`src/sv/leod_pkg.sv`:
```
`timescale 1ns / 1ps
// ----------------------------------------------------------------------------
// leod_pkg
// Shared types, register map, term codes and reset values for the low-pass
// envelope onset detector.
// ----------------------------------------------------------------------------
package leod_pkg;

  // register map, index = byte address / 4
  localparam logic [2:0] REG_B0      = 3'd0;
  localparam logic [2:0] REG_A1      = 3'd1;
  localparam logic [2:0] REG_A2      = 3'd2;
  localparam logic [2:0] REG_THRESH  = 3'd3;
  localparam logic [2:0] REG_ATTACK  = 3'd4;
  localparam logic [2:0] REG_RELEASE = 3'd5;
  localparam logic [2:0] REG_MIN_GAP = 3'd6;
  localparam logic [2:0] REG_MAX_ONS = 3'd7;

  localparam int unsigned CFG_AW = 5;

  // register reset values
  localparam logic signed [31:0] RST_B0      = 32'sd213642;
  localparam logic signed [31:0] RST_A1      = -32'sd2104220448;
  localparam logic signed [31:0] RST_A2      = 32'sd1031333324;
  localparam logic [22:0]        RST_THRESH  = 23'd167772;
  localparam logic [23:0]        RST_ATTACK  = 24'd83886;
  localparam logic [23:0]        RST_RELEASE = 24'd8389;
  localparam logic [19:0]        RST_MIN_GAP = 20'd8820;
  localparam logic [15:0]        RST_MAX_ONS = 16'd500;

  // product terms of the shared multiplier
  localparam logic [2:0] TERM_X   = 3'd0;  // b0 * x
  localparam logic [2:0] TERM_X1  = 3'd1;  // b0 * x1, counted twice
  localparam logic [2:0] TERM_X2  = 3'd2;  // b0 * x2
  localparam logic [2:0] TERM_Y1  = 3'd3;  // a1 * y1, subtracted
  localparam logic [2:0] TERM_Y2  = 3'd4;  // a2 * y2, subtracted
  localparam logic [2:0] TERM_ENV = 3'd5;  // envelope diff * gain

  localparam logic [2:0] TERM_LAST_BQ = TERM_Y2;

  typedef struct packed {
    logic signed [31:0] coef_b0;
    logic signed [31:0] coef_a1;
    logic signed [31:0] coef_a2;
    logic [22:0]        level_threshold;
    logic [23:0]        attack_gain;
    logic [23:0]        release_gain;
    logic [19:0]        min_gap_samples;
    logic [15:0]        max_onsets;
  } cfg_t;

  typedef struct packed {
    logic       load;      // capture word, clear track state on new_track
    logic       acc_clr;   // zero the filter accumulator
    logic       mul_en;    // issue one product
    logic [2:0] term;      // which product
    logic       stage;     // biquad section 0 or 1
    logic       hist_upd;  // round, saturate, shift section history
    logic       env_upd;   // apply envelope step
    logic       commit;    // detector, counters, result register
  } cmd_t;

  typedef struct packed {
    logic at_limit;
    logic produce;
    logic out_busy;
  } sts_t;

endpackage

```
`src/sv/leod_dp.sv`:
```
`timescale 1ns / 1ps
// ----------------------------------------------------------------------------
// leod_dp
// Datapath: section histories, shared 32x32 multiplier and accumulator,
// envelope follower, hysteresis detector, counters and result register.
// ----------------------------------------------------------------------------
module leod_dp
  import leod_pkg::*;
(
  input  logic               clk,
  input  logic               rst_n,
  input  cfg_t               cfg,
  input  cmd_t               cmd,
  output sts_t               sts,
  input  logic signed [15:0] in_sample,
  input  logic               in_new_track,
  output logic               out_valid,
  input  logic               out_ready,
  output logic [31:0]        out_onset_index,
  output logic [15:0]        out_onset_number
);

  localparam logic signed [51:0] RND_HALF = 52'sd8192;
  localparam logic signed [51:0] Y_MAX    = 52'sh0_0000_7FFF_FFFF;
  localparam logic signed [51:0] Y_MIN    = -52'sh0_0000_8000_0000;

  logic signed [15:0] smp_r;
  logic signed [31:0] x1_r [2];
  logic signed [31:0] x2_r [2];
  logic signed [31:0] y1_r [2];
  logic signed [31:0] y2_r [2];
  logic signed [31:0] y_r;
  logic signed [63:0] p_r;
  logic [2:0]         term_d_r;
  logic               pv_r;
  logic signed [51:0] acc_r, acc_nxt;
  logic [23:0]        env_r;
  logic               trans_r, havep_r;
  logic [31:0]        prev_r, cnt_r;
  logic [15:0]        ons_r;
  logic               out_valid_r;
  logic [31:0]        out_idx_r;
  logic [15:0]        out_num_r;

  logic signed [31:0] x_in, op_a, op_b;
  logic signed [47:0] p_sh;
  logic signed [51:0] p_ext, rnd, ysh;
  logic signed [31:0] y_sat;
  logic signed [32:0] y_wide, mag;
  logic [23:0]        rect, gain;
  logic signed [24:0] diff;
  logic signed [25:0] env_sum, delta;
  logic [23:0]        env_nxt;
  logic               arm, gap_ok, fire, disarm;
  logic [31:0]        gap;

  // section input: sample scaled to Q8.24, or the first section's output
  assign x_in = cmd.stage ? y_r : {{7{smp_r[15]}}, smp_r, 9'd0};

  // envelope step operands
  assign y_wide = {y_r[31], y_r};
  assign mag    = y_wide[32] ? -y_wide : y_wide;
  assign rect   = (|mag[32:25]) ? 24'hFF_FFFF : mag[24:1];
  assign gain   = (rect > env_r) ? cfg.attack_gain : cfg.release_gain;
  assign diff   = $signed({1'b0, rect}) - $signed({1'b0, env_r});

  always_comb begin
    op_a = '0;
    op_b = '0;
    case (cmd.term)
      TERM_X:   begin op_a = cfg.coef_b0; op_b = x_in;             end
      TERM_X1:  begin op_a = cfg.coef_b0; op_b = x1_r[cmd.stage];  end
      TERM_X2:  begin op_a = cfg.coef_b0; op_b = x2_r[cmd.stage];  end
      TERM_Y1:  begin op_a = cfg.coef_a1; op_b = y1_r[cmd.stage];  end
      TERM_Y2:  begin op_a = cfg.coef_a2; op_b = y2_r[cmd.stage];  end
      TERM_ENV: begin op_a = {{7{diff[24]}}, diff}; op_b = {8'd0, gain}; end
      default: ;
    endcase
  end

  // floor to 2^-38 and sign extend into the accumulator
  assign p_sh  = p_r[63:16];
  assign p_ext = {{4{p_sh[47]}}, p_sh};

  always_comb begin
    acc_nxt = acc_r;
    if (pv_r) begin
      case (term_d_r)
        TERM_X, TERM_X2:  acc_nxt = acc_r + p_ext;
        TERM_X1:          acc_nxt = acc_r + (p_ext <<< 1);
        TERM_Y1, TERM_Y2: acc_nxt = acc_r - p_ext;
        default: ;
      endcase
    end
    if (cmd.acc_clr) acc_nxt = '0;
  end

  // round to Q8.24 and saturate
  assign rnd = acc_r + RND_HALF;
  assign ysh = rnd >>> 14;
  always_comb begin
    if (ysh > Y_MAX)      y_sat = 32'sh7FFF_FFFF;
    else if (ysh < Y_MIN) y_sat = -32'sh8000_0000;
    else                  y_sat = ysh[31:0];
  end

  // envelope update, floored product and clamp to 24 bits
  assign delta   = p_r[49:24];
  assign env_sum = $signed({2'b00, env_r}) + delta;
  always_comb begin
    if (env_sum[25])      env_nxt = 24'd0;
    else if (env_sum[24]) env_nxt = 24'hFF_FFFF;
    else                  env_nxt = env_sum[23:0];
  end

  // hysteresis detector
  assign gap    = cnt_r - prev_r;
  assign arm    = !trans_r && (env_r > {1'b0, cfg.level_threshold});
  assign gap_ok = !havep_r || (gap > {12'd0, cfg.min_gap_samples});
  assign fire   = arm && gap_ok;
  assign disarm = trans_r && (env_r < {2'b00, cfg.level_threshold[22:1]});

  assign sts.at_limit = (ons_r >= cfg.max_onsets);
  assign sts.produce  = fire;
  assign sts.out_busy = out_valid_r && !out_ready;

  assign out_valid        = out_valid_r;
  assign out_onset_index  = out_idx_r;
  assign out_onset_number = out_num_r;

  // multiplier stage and payload registers
  always_ff @(posedge clk) begin
    p_r      <= op_a * op_b;
    term_d_r <= cmd.term;
    if (cmd.load) smp_r <= in_sample;
    if (cmd.hist_upd) y_r <= y_sat;
    if (cmd.commit && fire) begin
      out_idx_r <= cnt_r;
      out_num_r <= ons_r;
    end
  end

  always_ff @(posedge clk) begin
    if (!rst_n) begin
      pv_r        <= 1'b0;
      acc_r       <= '0;
      out_valid_r <= 1'b0;
    end else begin
      pv_r  <= cmd.mul_en;
      acc_r <= acc_nxt;
      if (cmd.commit && fire) out_valid_r <= 1'b1;
      else if (out_ready)     out_valid_r <= 1'b0;
    end
  end

  // track state: cleared by reset and by a word that starts a new track
  always_ff @(posedge clk) begin
    if (!rst_n || (cmd.load && in_new_track)) begin
      for (int i = 0; i < 2; i++) begin
        x1_r[i] <= '0;
        x2_r[i] <= '0;
        y1_r[i] <= '0;
        y2_r[i] <= '0;
      end
      env_r   <= '0;
      trans_r <= 1'b0;
      havep_r <= 1'b0;
      prev_r  <= '0;
      cnt_r   <= '0;
      ons_r   <= '0;
    end else begin
      if (cmd.hist_upd) begin
        x2_r[cmd.stage] <= x1_r[cmd.stage];
        x1_r[cmd.stage] <= x_in;
        y2_r[cmd.stage] <= y1_r[cmd.stage];
        y1_r[cmd.stage] <= y_sat;
      end
      if (cmd.env_upd) env_r <= env_nxt;
      if (cmd.commit) begin
        if (arm) begin
          trans_r <= 1'b1;
          if (gap_ok) begin
            ons_r   <= ons_r + 16'd1;
            prev_r  <= cnt_r;
            havep_r <= 1'b1;
          end
        end else if (disarm) begin
          trans_r <= 1'b0;
        end
        if (cnt_r != 32'hFFFF_FFFF) cnt_r <= cnt_r + 32'd1;
      end
    end
  end

endmodule
```
`config.mk`:
```
export PLATFORM = sky130hd
export DESIGN_NAME = leod_dp
export DESIGN_NICKNAME = d
export VERILOG_FILES = /design/src/sv/leod_pkg.sv /design/src/sv/leod_dp.sv
export SDC_FILE = /design/constraint.sdc
export NUM_CORES = 2
export LEC_CHECK = 0
export BUFFER_PORTS_ARGS = -buffer_cell sky130_fd_sc_hd__buf_2
export CAP_MARGIN = 10
export CORE_ASPECT_RATIO = 0.75
export CORE_MARGIN = 10
export CORE_UTILIZATION = 40
export CTS_CLUSTER_DIAMETER = 30
export DETAILED_ROUTE_END_ITERATION = 8
export PLACE_DENSITY = 0.56
export SKIP_CTS_REPAIR_TIMING = 1
export SYNTH_ARGS = -nofsm -noshare
export SYNTH_HDL_FRONTEND = slang
export SYNTH_SLANG_ARGS = --single-unit
export TNS_END_PERCENT = 30
```
`constraint.sdc`:
```
create_clock -name clk -period 14.43 [get_ports clk]
set_clock_uncertainty 0.05 [all_clocks]
set_input_delay 0.7215 -clock clk [delete_from_list [all_inputs] [get_ports clk]]
set_output_delay 0.7215 -clock clk [all_outputs]
set_load 0.1 [all_outputs]
```
Word level (Yosys, flattened, before mapping)
Memory sizes are Yosys's and may differ from the RTL's.
Index checks and enable logic that the tools add are counted.
- flip-flop bits (word level): 323
- memories kept: 4
- output and inout bits: 52
- input port bits: 233
- memory bits (writable): 256
- word-level logic and storage cells: 110
- equality and inequality tests: 10
- mux-type cells: 32
- reduce and logical (&&, ||, !) cells: 30
- order comparisons: 7
- bitwise operators: 1
- multiply operators: 1
- $add $sub $neg: 10
- memory list (name ; words ; bits a word ; rd ports ; clocked after Yosys merged registers in ; wr ports ; line ; source):
    x1_r ; 2 ; 32 ; 1 ; 0 ; 2 ; leod_dp.sv:28 ; logic signed [31:0] x1_r [2];
    x2_r ; 2 ; 32 ; 1 ; 0 ; 2 ; leod_dp.sv:29 ; logic signed [31:0] x2_r [2];
    y1_r ; 2 ; 32 ; 1 ; 0 ; 2 ; leod_dp.sv:30 ; logic signed [31:0] y1_r [2];
    y2_r ; 2 ; 32 ; 1 ; 0 ; 2 ; leod_dp.sv:31 ; logic signed [31:0] y2_r [2];
- operator list (kind ; number):
    two-way mux 32 bit ; 7
    one-hot mux 32 bit (6 select lines) ; 1
    one-hot mux 52 bit (3 select lines) ; 1
    one-hot mux 32 bit (4 select lines) ; 1
    OR reduction 32 bit ; 4
    two-way mux 24 bit ; 4
    multiplier 32 x 32 -> 64 bit ; 1
    adder 52 x 15 -> 52 bit (second input constant) ; 1
    adder 52 x 48 -> 52 bit ; 1
    adder 52 x 49 -> 52 bit ; 1
    subtractor 52 x 48 -> 52 bit ; 1
    > comparator 38 x 32 -> 1 bit (second input constant) ; 1
    < comparator 38 x 32 -> 1 bit (second input constant) ; 1
    two-way mux 33 bit ; 1
    negation 32 -> 33 bit ; 1
    adder 32 x 1 -> 32 bit (second input constant) ; 1
    > comparator 32 x 20 -> 1 bit ; 1
    inequality test 32 bit (second input constant) ; 1
    subtractor 32 bit ; 1
    adder 25 x 26 -> 26 bit ; 1
    subtractor 24 x 24 -> 25 bit ; 1
    > comparator 24 x 23 -> 1 bit ; 1
    > comparator 24 bit ; 1
    < comparator 24 x 22 -> 1 bit ; 1
    18 further kinds ; 55

Depth between registers and ports, before layout
- word-level depth: 8
- mapped depth: 60
- mapped depth without buffers: 58

Worst setup path after synthesis
No wires, ideal clock.
- path type: register -> register
- from: register y_r[17]
- to: register p_r[59]
- stages on the path, launching flop included: 55
- data required time: 14.257 ns
- period minus slack after synthesis: 13.782 ns
- buffers on the path: 1
- slack: 0.648 ns
- library setup time: 0.123 ns
- arrival: 13.609 ns
- cells stage by stage: edfxtp_1 or3_1 or4_1 nor3_1 nand3_1 or4_1 or2_1 or3_1 a21oi_1 a21oi_1 nor3_2 o211a_1 ha_1 inv_1 fa_1 a21o_1 a21o_1 a21o_1 [19 not listed] fa_1 inv_1 fa_1 inv_1 ha_1 a21o_1 a21o_1 a21oi_1 o21ai_0 a21o_1 a221o_1 a21oi_1 a21oi_1 nor2_1 o31ai_2 a221oi_1 o21bai_1 xor2_1
- longest elaborated chain between the ends: 8
- elaborated cells between the ends (all ways): 11
- classes of those cells: 2 x add/sub; 1 x mul; 1 x order compare; 6 x mux; 1 x reduce/logical
- RTL lines (item ; line ; source):
    from (decl) ; leod_dp.sv:32 ; logic signed [31:0] y_r;
    from (signal assigned) ; leod_dp.sv:136 ; if (cmd.hist_upd) y_r <= y_sat;
    negation 32 -> 33 bit ; leod_dp.sv:62 ; assign mag = y_wide[32] ? -y_wide : y_wide;
    two-way mux 33 bit ; leod_dp.sv:62 ;
    OR reduction 8 bit ; leod_dp.sv:63 ; assign rect = (|mag[32:25]) ? 24'hFF_FFFF : mag[24:1];
    two-way mux 24 bit ; leod_dp.sv:63 ;
    > comparator 24 bit ; leod_dp.sv:64 ; assign gain = (rect > env_r) ? cfg.attack_gain : cfg.release_gain;
    two-way mux 24 bit ; leod_dp.sv:64 ;
    one-hot mux 32 bit (6 select lines) ; leod_dp.sv:70 ; case (cmd.term)
    multiplier 32 x 32 -> 64 bit * ; leod_dp.sv:133 ; p_r <= op_a * op_b;
    to (signal assigned) ; leod_dp.sv:133 ;
    to (decl) ; leod_dp.sv:33 ; logic signed [63:0] p_r;
Every way passes the cells marked *; elsewhere a longest branch is shown, timed or not.
A chain may end at the register's enable or synchronous reset.

Worst setup path in the final report
- from: register y_r[17]
- to: register p_r[63]
Same word-level chain as after synthesis.

==> reports/summary.txt <==
met1 usage - 36.28%
Syn Inst Count - 8190
DRT iter0 DRCs - 5658
vias in the first global route - 60470
critical path's most frequent cell - fa_1
outcome - finished clean
Worst path max stage delay - 0.56 ns
placed instance count - 10780
DP Worst Slack - -0.2994 ns
Post-Route WL - 254.5 mm
gr usage total - 24.94%
PortBufs - 284
Final Hold Fails - 0
Routability Congestion - 0.9671
#FFs+latches synth - 563
Synth cell types - 93
design area - 0.08267 mm2
r2r endpoint - p_r[63]
R2R cell count - 53
Worst-Margin Slew - 1.308 ns
critical path arrival - 14.44 ns
Rel. slew slack - 12.77%
Critical Path Slowest Stage Cell - fa_1
Worst EP required - 14.96 ns
Simple-Gate Fraction of Synth Area - 15.52%
Synth Area in Adders - 37.32%
post-layout instance count excluding filler cells - 10980
Root Buffer - clkbuf_16
reg-to-reg critical path startpoint - y_r[17]
register area share after synthesis - 20.22%
Die H - 390.4 um
period utilisation layout - 96.39%
GRT busiest layer - met2
initial antenna violation count - 11
most common cell after layout, fill and taps aside - inv_1
# diodes - 0
post-route ant nets - 0
Yosys Warn Count - 0
first-pass GRT wire length - 384.3 mm
nature of the critical path endpoint - flop
Reg2Reg Setup Slack - 0.52 ns
I/O Pins - 285
synthesized cell area - 0.07318 mm2
GR Util met2 - 38.04%
CP max FO - 22
dominant combinational cell family by area after synthesis - adder cells
commonest non-fill, non-tap cells in the layout - 1370 x inv_1, 1086 x fa_1, 1010 x nor2_1
Core Area - 0.1812 mm2
CTS HTree Levels - 3
setup ws final - 0.5204 ns
critical path endpoint - p_r[63]
min Tclk post-route - 13.91 ns
largest cells by area after synthesis - fa_1 30%, edfxtp_1 14%, ha_1 7.6%, inv_1 7.0%, dfxtp_1 5.8%
mux cell area share after synthesis - 1.710%
Clock transition at path regs - 0.06 ns
post-synthesis area per instance - 8.935 um2
max-slew violation count - 0
layout cells sized above 1 - 11.11%
WL/cell - 23.19 um
largest net degree at the start of global routing - 78
Max-Cap Viols - 0
HPWL after detailed placement - 204.3 mm
Post-synth EDFFs - 352
gr ovfl total - 0
Synth Area in XOR/XNOR - 4.021%
Hold Path Class - in2reg
Initial Utilization - 40.38%
Clock Latency Late Sink - 0.72 ns
placed inst area - 0.07893 mm2
Synth Area in Compound Gates - 12.22%
TritonCTS clock tree - yes
FP Rows - 135
Hold Path Depth - 1
hold path start - in_sample[3]
worst setup path start - y_r[17]
Final Setup Violations - 0
clock sinks - 563
largest area contributor in the netlist - fa_1
Residual DRC - 0
via count - 60330
Worst Setup Start Kind - flop
number of nets at the end of the flow - 10260
Synth async-reset ratio - 0%
DR pass1 iterations - 6
routing usage on met3 - 4.636%
Layout area overhead - 12.98%
WS Path Type - reg2reg
Max clock buf depth - 3
die area - 0.2006 mm2
die width - 513.9 um
post-DR vias/cell - 5.497
post-synth top area share - 29.71%
cts bufs inserted - 98
max frequency - 71.89 MHz
Primary FF master, synth - edfxtp_1
==> worst max-delay path: cells and delay by family, from the launching register on <==
| family | cells | cell delay (ns) |
|---|---|---|
| adders and majority gates | 10 | 4.73 |
| buffers and inverters | 11 | 1.62 |
| muxes | 1 | 0.38 |
| DFF | 1 | 0.38 |
| xor gates and xnor gates | 1 | 0.07 |
| AOI/OAI and AO/OA | 19 | 3.80 |
| and+or+nand+nor | 11 | 2.69 |
==> stage by stage <==
stage / setup TNS, ns / util, % / hold slack, ns
after global placement: -0.9748 / 43.55 / 0.3899
final: 0 / 45.62 / 0.1471
after CTS: -1.946 / 45.42 / 0.09570
after global routing: -0.01926 / 45.62 / 0.1182
after floorplan: 0 / - / 0.3761
after detailed placement: -1.583 / 43.55 / 0.3998
==> cell usage after synthesis, types with 16 or more instances <==
master and count:
inv_1 1370, fa_1 1086, nor2_1 1016, nand2_1 722, ha_1 445, a21oi_1 398
edfxtp_1 352, clkbuf_1 319, o21ai_0 215, dfxtp_1 211, xnor2_1 182, and2_1 180
a21o_1 157, xor2_1 154, nand3_1 142, mux2i_1 89, nand2b_1 82, o21a_1 81
nor3_1 72, o31ai_1 64, nor2b_1 57, a22oi_1 50, nand4_1 48, or2_2 44
buf_1 43, and3_1 42, a211oi_1 41, o21bai_1 37, o22ai_1 33, or3_1 32
a221oi_1 31, o211ai_1 30, mux2_2 26, nor4_1 26, a31oi_1 25, a311oi_1 17
a21boi_0 16, nor3b_1 16, or4_1 16
==> state kept, by name, summed over array words and instances, names as in the netlist <==
name and count:
x1_r 64, x2_r 64, y1_r 64, y2_r 64, acc_r 52, p_r 48, cnt_r 32, out_onset_index 32
prev_r 32, y_r 32, env_r 24, ons_r 16, out_onset_number 16, smp_r 16, term_d_r 3, havep_r 1
out_valid 1, pv_r 1, trans_r 1
==> area by class of cell <==
type,instances,area (um2)
clock buffer,112,2567
fill,17540,98570
tap,2397,2999
timing repair buffer,570,3874
multi-input combinational,5887,52470
clock inverter,74,817.0
inverter,1372,5150
sequential,563,14790
==> worst min-delay path by stage <==
| stage | endpoint | slack [ns] |
|---|---|---|
| after detailed placement | prev_r[0] | 0.40 |
| after global placement | prev_r[0] | 0.39 |
| final | smp_r[3] | 0.15 |
| after global routing | smp_r[3] | 0.12 |
| after CTS | smp_r[3] | 0.1 |
| after floorplan | havep_r | 0.38 |
==> cell families (layout without fill, tap and decap cells) <==
kind of cell / count (synthesis) / count (layout)
muxes: 118 / 118
xor gates and xnor gates: 336 / 336
and+or+nand+nor: 2532 / 2532
other: 1 / 9
adders and majority gates: 1531 / 1531
buffers and inverters: 1748 / 2128
DFF: 563 / 563
AOI/OAI and AO/OA: 1361 / 1361
==> metal layers <==
| metal | wire length (um) | part of all wire, % | vias to the layer above |
|---|---|---|---|
| li1 | - | - | 27100 |
| met3 | 21970 | 8.6 | 370 |
| met1 | 113500 | 45 | 30470 |
| met4 | 8027 | 3.2 | 4 |
| met5 | 23 | 0.0090 | - |
| met2 | 111000 | 44 | 2392 |
Power is left out: the tool's default activity adds up to more than one toggle a clock period on the data nets, which glitch-free logic cannot reach.
