==> config.mk <==
export PLATFORM = sky130hd
export DESIGN_NAME = leod_ctrl
export DESIGN_NICKNAME = d
export VERILOG_FILES = /design/src/sv/leod_pkg.sv /design/src/sv/leod_ctrl.sv
export SDC_FILE = /design/constraint.sdc
export NUM_CORES = 1
export LEC_CHECK = 0
export ABC_AREA = 1
export BUFFER_PORTS_ARGS = -buffer_cell sky130_fd_sc_hd__buf_2
export CAP_MARGIN = 5
export CORE_ASPECT_RATIO = 0.8
export CORE_UTILIZATION = 35
export DETAILED_ROUTE_END_ITERATION = 7
export GPL_TIMING_DRIVEN = 0
export PLACE_DENSITY = 0.6
export SLEW_MARGIN = 20
export SYNTH_ARGS = -nofsm -noshare
export SYNTH_HDL_FRONTEND = slang
export SYNTH_SLANG_ARGS = --single-unit
==> constraint.sdc <==
create_clock -name clk -period 1.6 [get_ports clk]
set_input_delay 0.16 -clock clk [delete_from_list [all_inputs] [get_ports clk]]
set_output_delay 0.16 -clock clk [all_outputs]
set_load 0.02 [all_outputs]
==> src/sv/leod_pkg.sv <==
`timescale 1ns / 1ps
// ----------------------------------------------------------------------------
// leod_pkg
// Shared types, register map, term codes and reset values for the low-pass
// envelope onset detector.
// ----------------------------------------------------------------------------
package leod_pkg;

  // register map, index = byte address / 4
  localparam logic [2:0] REG_B0      = 3'd0;
  localparam logic [2:0] REG_A1      = 3'd1;
  localparam logic [2:0] REG_A2      = 3'd2;
  localparam logic [2:0] REG_THRESH  = 3'd3;
  localparam logic [2:0] REG_ATTACK  = 3'd4;
  localparam logic [2:0] REG_RELEASE = 3'd5;
  localparam logic [2:0] REG_MIN_GAP = 3'd6;
  localparam logic [2:0] REG_MAX_ONS = 3'd7;

  localparam int unsigned CFG_AW = 5;

  // register reset values
  localparam logic signed [31:0] RST_B0      = 32'sd213642;
  localparam logic signed [31:0] RST_A1      = -32'sd2104220448;
  localparam logic signed [31:0] RST_A2      = 32'sd1031333324;
  localparam logic [22:0]        RST_THRESH  = 23'd167772;
  localparam logic [23:0]        RST_ATTACK  = 24'd83886;
  localparam logic [23:0]        RST_RELEASE = 24'd8389;
  localparam logic [19:0]        RST_MIN_GAP = 20'd8820;
  localparam logic [15:0]        RST_MAX_ONS = 16'd500;

  // product terms of the shared multiplier
  localparam logic [2:0] TERM_X   = 3'd0;  // b0 * x
  localparam logic [2:0] TERM_X1  = 3'd1;  // b0 * x1, counted twice
  localparam logic [2:0] TERM_X2  = 3'd2;  // b0 * x2
  localparam logic [2:0] TERM_Y1  = 3'd3;  // a1 * y1, subtracted
  localparam logic [2:0] TERM_Y2  = 3'd4;  // a2 * y2, subtracted
  localparam logic [2:0] TERM_ENV = 3'd5;  // envelope diff * gain

  localparam logic [2:0] TERM_LAST_BQ = TERM_Y2;

  typedef struct packed {
    logic signed [31:0] coef_b0;
    logic signed [31:0] coef_a1;
    logic signed [31:0] coef_a2;
    logic [22:0]        level_threshold;
    logic [23:0]        attack_gain;
    logic [23:0]        release_gain;
    logic [19:0]        min_gap_samples;
    logic [15:0]        max_onsets;
  } cfg_t;

  typedef struct packed {
    logic       load;      // capture word, clear track state on new_track
    logic       acc_clr;   // zero the filter accumulator
    logic       mul_en;    // issue one product
    logic [2:0] term;      // which product
    logic       stage;     // biquad section 0 or 1
    logic       hist_upd;  // round, saturate, shift section history
    logic       env_upd;   // apply envelope step
    logic       commit;    // detector, counters, result register
  } cmd_t;

  typedef struct packed {
    logic at_limit;
    logic produce;
    logic out_busy;
  } sts_t;

endpackage

==> src/sv/leod_ctrl.sv <==
`timescale 1ns / 1ps
// ----------------------------------------------------------------------------
// leod_ctrl
// Sequencer: steps the shared multiplier through both biquad sections and the
// envelope product, then commits the detector.
// ----------------------------------------------------------------------------
module leod_ctrl
  import leod_pkg::*;
(
  input  logic clk,
  input  logic rst_n,
  input  logic in_valid,
  output logic in_ready,
  input  sts_t sts,
  output cmd_t cmd
);

  typedef enum logic [10:0] {
    ST_IDLE  = 11'b000_0000_0001,
    ST_CHK   = 11'b000_0000_0010,
    ST_S1MAC = 11'b000_0000_0100,
    ST_S1END = 11'b000_0000_1000,
    ST_S1OUT = 11'b000_0001_0000,
    ST_S2MAC = 11'b000_0010_0000,
    ST_S2END = 11'b000_0100_0000,
    ST_S2OUT = 11'b000_1000_0000,
    ST_EMUL  = 11'b001_0000_0000,
    ST_EACC  = 11'b010_0000_0000,
    ST_DET   = 11'b100_0000_0000
  } state_t;

  state_t     state_r, state_nxt;
  logic [2:0] step_r, step_nxt;

  assign in_ready = (state_r == ST_IDLE);

  always_comb begin
    state_nxt = state_r;
    step_nxt  = step_r;
    cmd       = '0;
    case (state_r)
      ST_IDLE: begin
        if (in_valid) begin
          cmd.load  = 1'b1;
          state_nxt = ST_CHK;
        end
      end
      ST_CHK: begin
        if (sts.at_limit) begin
          state_nxt = ST_IDLE;
        end else begin
          cmd.acc_clr = 1'b1;
          step_nxt    = TERM_X;
          state_nxt   = ST_S1MAC;
        end
      end
      ST_S1MAC: begin
        cmd.mul_en = 1'b1;
        cmd.term   = step_r;
        if (step_r == TERM_LAST_BQ) state_nxt = ST_S1END;
        else                        step_nxt  = step_r + 3'd1;
      end
      ST_S1END: state_nxt = ST_S1OUT;
      ST_S1OUT: begin
        cmd.hist_upd = 1'b1;
        cmd.acc_clr  = 1'b1;
        step_nxt     = TERM_X;
        state_nxt    = ST_S2MAC;
      end
      ST_S2MAC: begin
        cmd.stage  = 1'b1;
        cmd.mul_en = 1'b1;
        cmd.term   = step_r;
        if (step_r == TERM_LAST_BQ) state_nxt = ST_S2END;
        else                        step_nxt  = step_r + 3'd1;
      end
      ST_S2END: begin
        cmd.stage = 1'b1;
        state_nxt = ST_S2OUT;
      end
      ST_S2OUT: begin
        cmd.stage    = 1'b1;
        cmd.hist_upd = 1'b1;
        state_nxt    = ST_EMUL;
      end
      ST_EMUL: begin
        cmd.mul_en = 1'b1;
        cmd.term   = TERM_ENV;
        state_nxt  = ST_EACC;
      end
      ST_EACC: begin
        cmd.env_upd = 1'b1;
        state_nxt   = ST_DET;
      end
      ST_DET: begin
        // hold while an onset would fire and the previous onset word is still unread
        if (!(sts.produce && sts.out_busy)) begin
          cmd.commit = 1'b1;
          state_nxt  = ST_IDLE;
        end
      end
      default: state_nxt = ST_IDLE;
    endcase
  end

  always_ff @(posedge clk) begin
    if (!rst_n) begin
      state_r <= ST_IDLE;
      step_r  <= TERM_X;
    end else begin
      state_r <= state_nxt;
      step_r  <= step_nxt;
    end
  end

endmodule

# Word-level counts from Yosys, hierarchy flattened
# Cells that the tools add are included.
[classes]
add_sub_neg = 1
n_eq_ne = 18
n_mux = 19
n_reduce_logical = 7
[ops]
columns = ["cell", "n"]
rows = [
  ["11-bit one-hot mux with 11 select lines", 1],
  ["11-bit two-way mux", 4],
  ["2-bit != test, second input constant", 6],
  ["11-bit by 1-bit equality test with 1-bit output, second input constant", 1],
  ["11-bit by 10-bit equality test with 1-bit output, second input constant", 1],
  ["11-bit equality test, second input constant", 1],
  ["11-bit by 2-bit equality test with 1-bit output, second input constant", 1],
  ["11-bit by 3-bit equality test with 1-bit output, second input constant", 1],
  ["11-bit by 4-bit equality test with 1-bit output, second input constant", 1],
  ["11-bit by 5-bit equality test with 1-bit output, second input constant", 1],
  ["11-bit by 6-bit equality test with 1-bit output, second input constant", 1],
  ["11-bit by 7-bit equality test with 1-bit output, second input constant", 1],
  ["11-bit by 8-bit equality test with 1-bit output, second input constant", 1],
  ["11-bit by 9-bit equality test with 1-bit output, second input constant", 1],
  ["3-bit two-way mux", 3],
  ["3-bit one-hot mux with 3 select lines", 1],
  ["1-bit two-way mux", 8],
  ["4-bit one-hot mux with 2 select lines", 1],
  ["4-bit AND reduction", 1],
  ["2-bit OR reduction", 2],
  ["3-bit by 1-bit adder with 3-bit output, second input constant", 1],
  ["3-bit equality test, second input constant", 1],
  ["3-bit AND reduction", 1],
  ["3-bit nonzero test", 1],
  ["3 further kinds", 3],
]
[word_totals]
ff_bits = 14
inputBits = 6

# Logic depth before layout (Yosys ltp)
# Gate-level depths: netlist of the first run.
[depth]
depth_word = 4
ltp_mapped = 10

# Worst setup path before layout of the first run
# No wires, ideal clock.
[synth_timing]
path_kind = "register to output"
startpoint = "register state_r[4]"
endpoint = "output cmd[8] (netlist name)"
arrival_time_ns = 1.286
slack_ns = 0.154
stages_incl_launch_ff = 6
path_buffers = 0
path_cell_list = "dfxtp_1 -> nor2_2 -> nand2_2 -> nor2_4 -> nand2_1 -> o21ai_0"
[synth_lines]
columns = ["item", "line_no", "source"]
rows = [
  ["from (decl)", "leod_ctrl.sv:32", "state_t state_r, state_nxt;"],
  ["from (signal assigned)", "leod_ctrl.sv:111", "state_r <= state_nxt;"],
  ["to (decl)", "leod_ctrl.sv:15", "output cmd_t cmd"],
]

==> flow_summary_export.csv, run 1 <==
group,metric,value,unit
power,ir_drop,483.8,uV
power,clkPwrFrac,19.6,%
worst_setup_path,crit_path_max_incr_delay,340,ps
detailed_routing,vias,1073,
yosys,synth_cells,160,
detailed_routing,avgViaCountPerCell,4.727,
clock_network,path_clk_slew,60,ps
yosys,netlist_area,1059,sq um
worst_setup_path,critPathArrivalTime,1450,ps
floorplanning,die_y,51.19,microns
yosys,yosysSeqAreaShare,26.48,%
timing,fin_crit,1614,ps
detailed_routing,wl,2629,microns
power,p_switching,0.7709,mW
final_layout,nFillCells,308,
placement,place_congestion,0.8506,
worst_setup_path,cpMostUsedCell,"nor2_4",
timing,setup_ws,-13.71,ps
clock_network,cts_sinks,14,
final_layout,antennaDiodeCount,0,
final_layout,nNetsFinal,198,
timing,worst_pin_slew,543.7,ps
timing,fin_crit_sh,100.9,%
worst_setup_path,cpMaxStageDelayCell,"dfxtp_2",
yosys,synth_warnings,0,
worst_setup_path,cp-end-kind,"output port",
worst_setup_path,path_max_fanout,4,
final_layout,multiInputGateArea,708.2,sq um
final_layout,seq_area,289.0,sq um
placement,dpl.hpwl,1833,microns
global_routing,grt_usage,15.64,%
floorplanning,die_area,3250,sq um
floorplanning,core,2808,sq um
timing,fmax,619.7,MHz
final_layout,areaGrowthSynthToFinish,30.97,%
clock_network,cts-htree-levels,1,
global_routing,antenna_found_initial,0,
power,seq_power_share,24.9,%
global_routing,grt_pass1_vias,899,
worst_setup_path,start_kind,"register",
clock_network,cts_made_buffers,3,
detailed_routing,drt-wirelength-per-cell,11.58,microns
worst_setup_path,crit_type,"reg -> out",
timing,drv_slew,0,
detailed_routing,drt-initial-drc-count,46,
final_layout,fin_area,1386,sq um
floorplanning,die_x,63.49,microns
global_routing,grt_pass1_wl,3850,microns
yosys,ys_ff_latch,14,
timing,max-slew-margin-rel,63.75,%
worst_setup_path,critPathRequiredTime,1440,ps
outcome,status,"finished, violations left",
clock_network,cts_tree,"yes",
placement,portBuffers,16,
global_routing,grt_max_degree,11,
power,switching_share,43.25,%
yosys,ys_types,23,
power,intPower,1.011,mW
timing,setup_viol,4,
outcome,violations,"negative setup slack",
worst_setup_path,critPathTopFamily,"simple AND/OR/NAND/NOR gates",
final_layout,drive_gt1_share,38.10,%
clock_network,clock-root-buffer,"clkbuf_8",
placement,post-place-ws,115.8,ps
detailed_routing,ant_nets,0,
final_layout,final_common_cell,"nand2_1",
timing,clock_skew,5.194,ps
yosys,syn_avg_cell_area,6.616,sq um
power,comb_power_share,55.5,%
worst_setup_path,r2r_setup_slack,70,ps
power,p_leak,0.7292,nW
detailed_routing,drc_errors,0,
worst_setup_path,crit_chain,"nor2_4 > nand2_4 > nor2_4 > o21ai_0 > nand2_1 > buf_2",
floorplanning,start_util,37.70,%
worst_setup_path,critical_path_buf_inv_count,1,
timing,rsz0062_at_grt,"yes",
yosys,synthesis.nets,168,
floorplanning,io_pins,17,
final_layout,final_cell_mix,"nand2_1 (36), inv_1 (24), nor2_1 (14)",
placement,postPlaceCellArea,1186,sq um
clock_network,insertion_delay,250,ps
power,power.density,1286,nW/um^2
timing,finalHoldViolations,0,
floorplanning,rows,17,
global_routing,grt-ovfl-total,0,
flow_run,drv_cap,0,
hold_path,hold_path.class,"in -> reg",
detailed_routing,first_pass_iters,4,
clock_network,clock_path_buffers,2,
[repair_timing]
action                                  in CTS  in global routing
setup buffers                                5                  3
hold buffers                                 0                  0
resized for setup                           14                 16
endpoints found under the setup margin       8                 12
pin swaps                                    8                 11
cloned                                       0                  1
[layer usage]
| metal | wire (microns) | GRT usage, % | share of wire, % |
|---|---|---|---|
| met5 | 0 | 0 | 0 |
| met4 | 16 | 4.545 | 0.61 |
| met3 | 175 | 4.241 | 6.7 |
| met2 | 1248 | 27.66 | 47 |
| met1 | 1188 | 18.50 | 45 |
[layout make-up]
| class | count | area share, % |
|---|---|---|
| tap | 38 | 3.430 |
| clock buffer | 4 | 3.971 |
| timing repair buffer | 24 | 12.27 |
| sequential | 14 | 20.85 |
| buffer | 1 | 0.2708 |
| multi-input combinational | 116 | 51.08 |
| inverter | 30 | 8.123 |
[sequential cells by signal, summed over array words and instances (netlist names)]
name,cells
state_r,11
step_r,3
[Yosys cell counts]
cell / n / area (sq um)
o21ai_1: 1 / 5.000
nor2_2: 6 / 37.54
inv_1: 27 / 101.4
inv_2: 3 / 11.26
a21oi_1: 8 / 40.04
nor3_4: 1 / 16.27
nand2_1: 39 / 146.4
o21ai_0: 4 / 20.02
nand4_1: 2 / 12.51
nand3b_1: 1 / 7.510
nor3_1: 8 / 40.04
nand2_2: 4 / 25.02
nand4_4: 1 / 21.27
ha_1: 2 / 25.02
nor2_4: 4 / 45.04
nand3_4: 2 / 35.03
nand3_1: 10 / 50.05
dfxtp_1: 14 / 280.3
nand2_4: 5 / 56.30
clkbuf_1: 1 / 3.750
xnor2_1: 1 / 8.760
a21oi_2: 2 / 17.52
nor2_1: 14 / 52.55
[metrics by stage]
step | TNS (ps) | util [%] | hold WS, ps | total power, mW | instances
finish | -33.62 | 49.38 | 181.5 | 1.782 | 227
global route | -381.8 | 49.38 | 180.4 | 1.894 | 227
CTS | 0 | 46.79 | 181.3 | 1.671 | 223
detailed placement | 0 | 42.25 | 441.7 | 1.208 | 214
global placement | 0 | 42.25 | 440.2 | 1.194 | 214
floorplan | 0 | - | 281.1 | 1.055 | 160
[power by group through the flow]
| stage | clock [mW] | sequential, mW | combinational [mW] |
|---|---|---|---|
| after floorplan | 0 | 0.430 | 0.624 |
| after global placement | 0 | 0.434 | 0.759 |
| after detailed placement | 0 | 0.435 | 0.772 |
| after CTS | 0.357 | 0.431 | 0.883 |
| after global routing | 0.370 | 0.450 | 1.07 |
| final | 0.350 | 0.444 | 0.989 |
[final timing paths]
path | startpoint | to | depth (start not counted)
hold / removal | rst_n | state_r[5] | 3
setup / recovery | state_r[3] | cmd[3] | 6
hold reg to reg | step_r[1] | step_r[1] | 2
setup reg to reg | state_r[3] | state_r[0] | 11
[cell families (layout without fill, tap and decap cells)]
group	after synthesis	after routing	share of synthesized area, %
and+or+nand+nor	97	98	51.54
xor gates and xnor gates	1	1	0.8276
adders and majority gates	2	2	2.364
buffers and inverters	31	59	10.99
AOI/OAI and AO/OA	15	15	7.801
DFF	14	14	26.48
[worst register-to-register path: cells and delay by family, from the launching register on]
| family | cells | cell delay, ps |
|---|---|---|
| flops | 1 | 340 |
| buf+inv | 2 | 190 |
| simple gates | 9 | 900 |
No activity file was read; power rests on OpenSTA's default activity.
==> run 2, diff against run 1 <==
--- a/config.mk
+++ b/config.mk
@@ -13,7 +13,7 @@
 export DETAILED_ROUTE_END_ITERATION = 7
 export GPL_TIMING_DRIVEN = 0
 export PLACE_DENSITY = 0.6
-export SLEW_MARGIN = 20
+export SETUP_SLACK_MARGIN = 0.05
 export SYNTH_ARGS = -nofsm -noshare
 export SYNTH_HDL_FRONTEND = slang
 export SYNTH_SLANG_ARGS = --single-unit
==> flow_summary_export.csv, run 2 (synthesized netlist as in run 1, its figures left out) <==
group,metric,value,unit
hold_path,hold_depth,3,
power,power,1.809,mW
global_routing,grt_usage,16.12,%
clock_network,cts_sinks,14,
timing,fmax,630.3,MHz
clock_network,path_clk_slew,60,ps
clock_network,clock_path_buffers,2,
worst_setup_path,critPathArrivalTime,1430,ps
final_layout,top_register,"state_r",
global_routing,grt_busiest_layer,"met2",
timing,drv_slew,0,
timing,fin_crit_sh,99.15,%
worst_setup_path,rr_worst_depth,11,
hold_path,min_from,"rst_n",
final_layout,nFillCells,304,
timing,setup_ws,13.55,ps
final_layout,final_common_cell,"nand2_1",
final_layout,antennaDiodeCount,0,
floorplanning,die_x,63.49,microns
power,ir_drop,534.6,uV
timing,clock_skew,2.319,ps
global_routing,grt_max_degree,11,
timing,fin_crit,1586,ps
clock_network,insertion_delay,250,ps
timing,worst_pin_slew,549.8,ps
placement,place_congestion,0.8506,
final_layout,largest_reg_flops,11,
worst_setup_path,cp-end-kind,"output port",
floorplanning,die_area,3250,sq um
power,power.density,1258,nW/um^2
global_routing,grt_pass1_vias,912,
floorplanning,rows,17,
final_layout,fin_util,51.20,%
global_routing,grt_use_met2,29.08,%
final_layout,nNetsFinal,200,
power,p_leak,0.7443,nW
timing,finalHoldViolations,0,
worst_setup_path,critPathTopFamily,"simple AND/OR/NAND/NOR gates",
timing,rsz0062_at_grt,"yes",
detailed_routing,first_pass_iters,4,
global_routing,grt-ovfl-total,0,
worst_setup_path,start_kind,"register",
timing,max-slew-margin-rel,63.35,%
floorplanning,core,2808,sq um
clock_network,cts_tree,"yes",
detailed_routing,ant_nets,0,
detailed_routing,vias,1082,
final_layout,fin_cells,229,
worst_setup_path,crit_chain,"nor2_4 > nand2_4 > nor2_4 > nand2_1 > o21ai_2 > buf_4",
detailed_routing,drc_errors,0,
placement,post-place-ws,115.8,ps
worst_setup_path,crit_path_max_incr_delay,350,ps
final_layout,drive_gt1_share,41.88,%
worst_setup_path,rr_startpoint,"state_r[7]",
floorplanning,start_util,37.70,%
worst_setup_path,r2r_end,"state_r[0]",
worst_setup_path,path_max_fanout,4,
final_layout,final_cell_mix,"nand2_1 (37), inv_1 (23), nor2_1 (13)",
clock_network,clock-root-buffer,"clkbuf_8",
hold_path,hold_path.class,"in -> reg",
worst_setup_path,crit_type,"reg -> out",
detailed_routing,drt-wirelength-per-cell,12.11,microns
global_routing,antenna_found_initial,0,
worst_setup_path,critPathRequiredTime,1440,ps
timing,hold_ws,181.7,ps
detailed_routing,wl,2773,microns
placement,dpl.hpwl,1833,microns
worst_setup_path,critical_path_buf_inv_count,1,
timing,setup_viol,0,
global_routing,grt.met3_usage,4.241,%
final_layout,areaGrowthSynthToFinish,35.82,%
floorplanning,io_pins,17,
flow_run,drv_cap,0,
worst_setup_path,r2r_setup_slack,90,ps
detailed_routing,avgViaCountPerCell,4.725,
detailed_routing,drt-initial-drc-count,38,
placement,portBuffers,16,
clock_network,cts_made_buffers,3,
worst_setup_path,cpMaxStageDelayCell,"dfxtp_4",
global_routing,met1_usage,18.77,%
global_routing,grt_pass1_wl,3953,microns
final_layout,reg_top3,"state_r (11), step_r (3)",
placement,dp_cells,214,
clock_network,cts-htree-levels,1,
outcome,status,"complete, no violations",
floorplanning,die_y,51.19,microns
worst_setup_path,cpMostUsedCell,"nor2_4",
hold_path,hold_end,"state_r[5]",
==> run 2: worst min-delay path, delay by kind of cell <==
family	cells	cell delay, ps
buf+inv	1	140
compound gates	1	30
simple gates	1	70
==> run 2: worst max-delay path by stage <==
stage,startpoint,endpoint,slack (ps),cells after the start
after floorplan,state_r[4],cmd[8],150,5
after detailed placement,state_r[6],cmd[4],120,8
final,state_r[7],cmd[8],10,6
after CTS,state_r[7],cmd[6],50,8
after global routing,state_r[7],cmd[8],-60,6
after global placement,state_r[6],cmd[6],140,8
==> run 2: per-layer routing <==
metal | routed length (microns) | vias up
li1 | - | 563
met1 | 1215 | 493
met2 | 1399 | 22
met3 | 136 | 4
met4 | 22 | 0
met5 | 0 | -
==> run 2: cell type report <==
class	count	area [sq um]	share of cell area, %
multi-input cells	116	726.9	50.57
flip-flops and latches	14	297.8	20.71
repair buffers	26	191.4	13.32
inverters	30	115.1	8.007
clock buffers	4	55.05	3.829
well taps	38	47.55	3.307
plain buffers	1	3.754	0.2611
==> run 2: metrics by stage <==
stage	area, sq um	setup TNS (ps)
3_3_place_gp	1186	0
5_1_grt	1438	-207.2
6_report	1438	0
4_1_cts	1366	0
2_1_floorplan	1059	0
3_5_place_dp	1186	0
==> run 2: report_power, final <==
group / internal [mW] / switching, mW
sequential: 0.396 / 0.0486
clock: 0.218 / 0.131
combinational: 0.403 / 0.612
==> run 2: repair_timing <==
item                       CTS  global route
pin swaps                   12             3
setup endpoints to repair    9            18
hold buffers                 0             0
gates resized for setup     27            17
cloned                       0             1
setup buffers                8             2
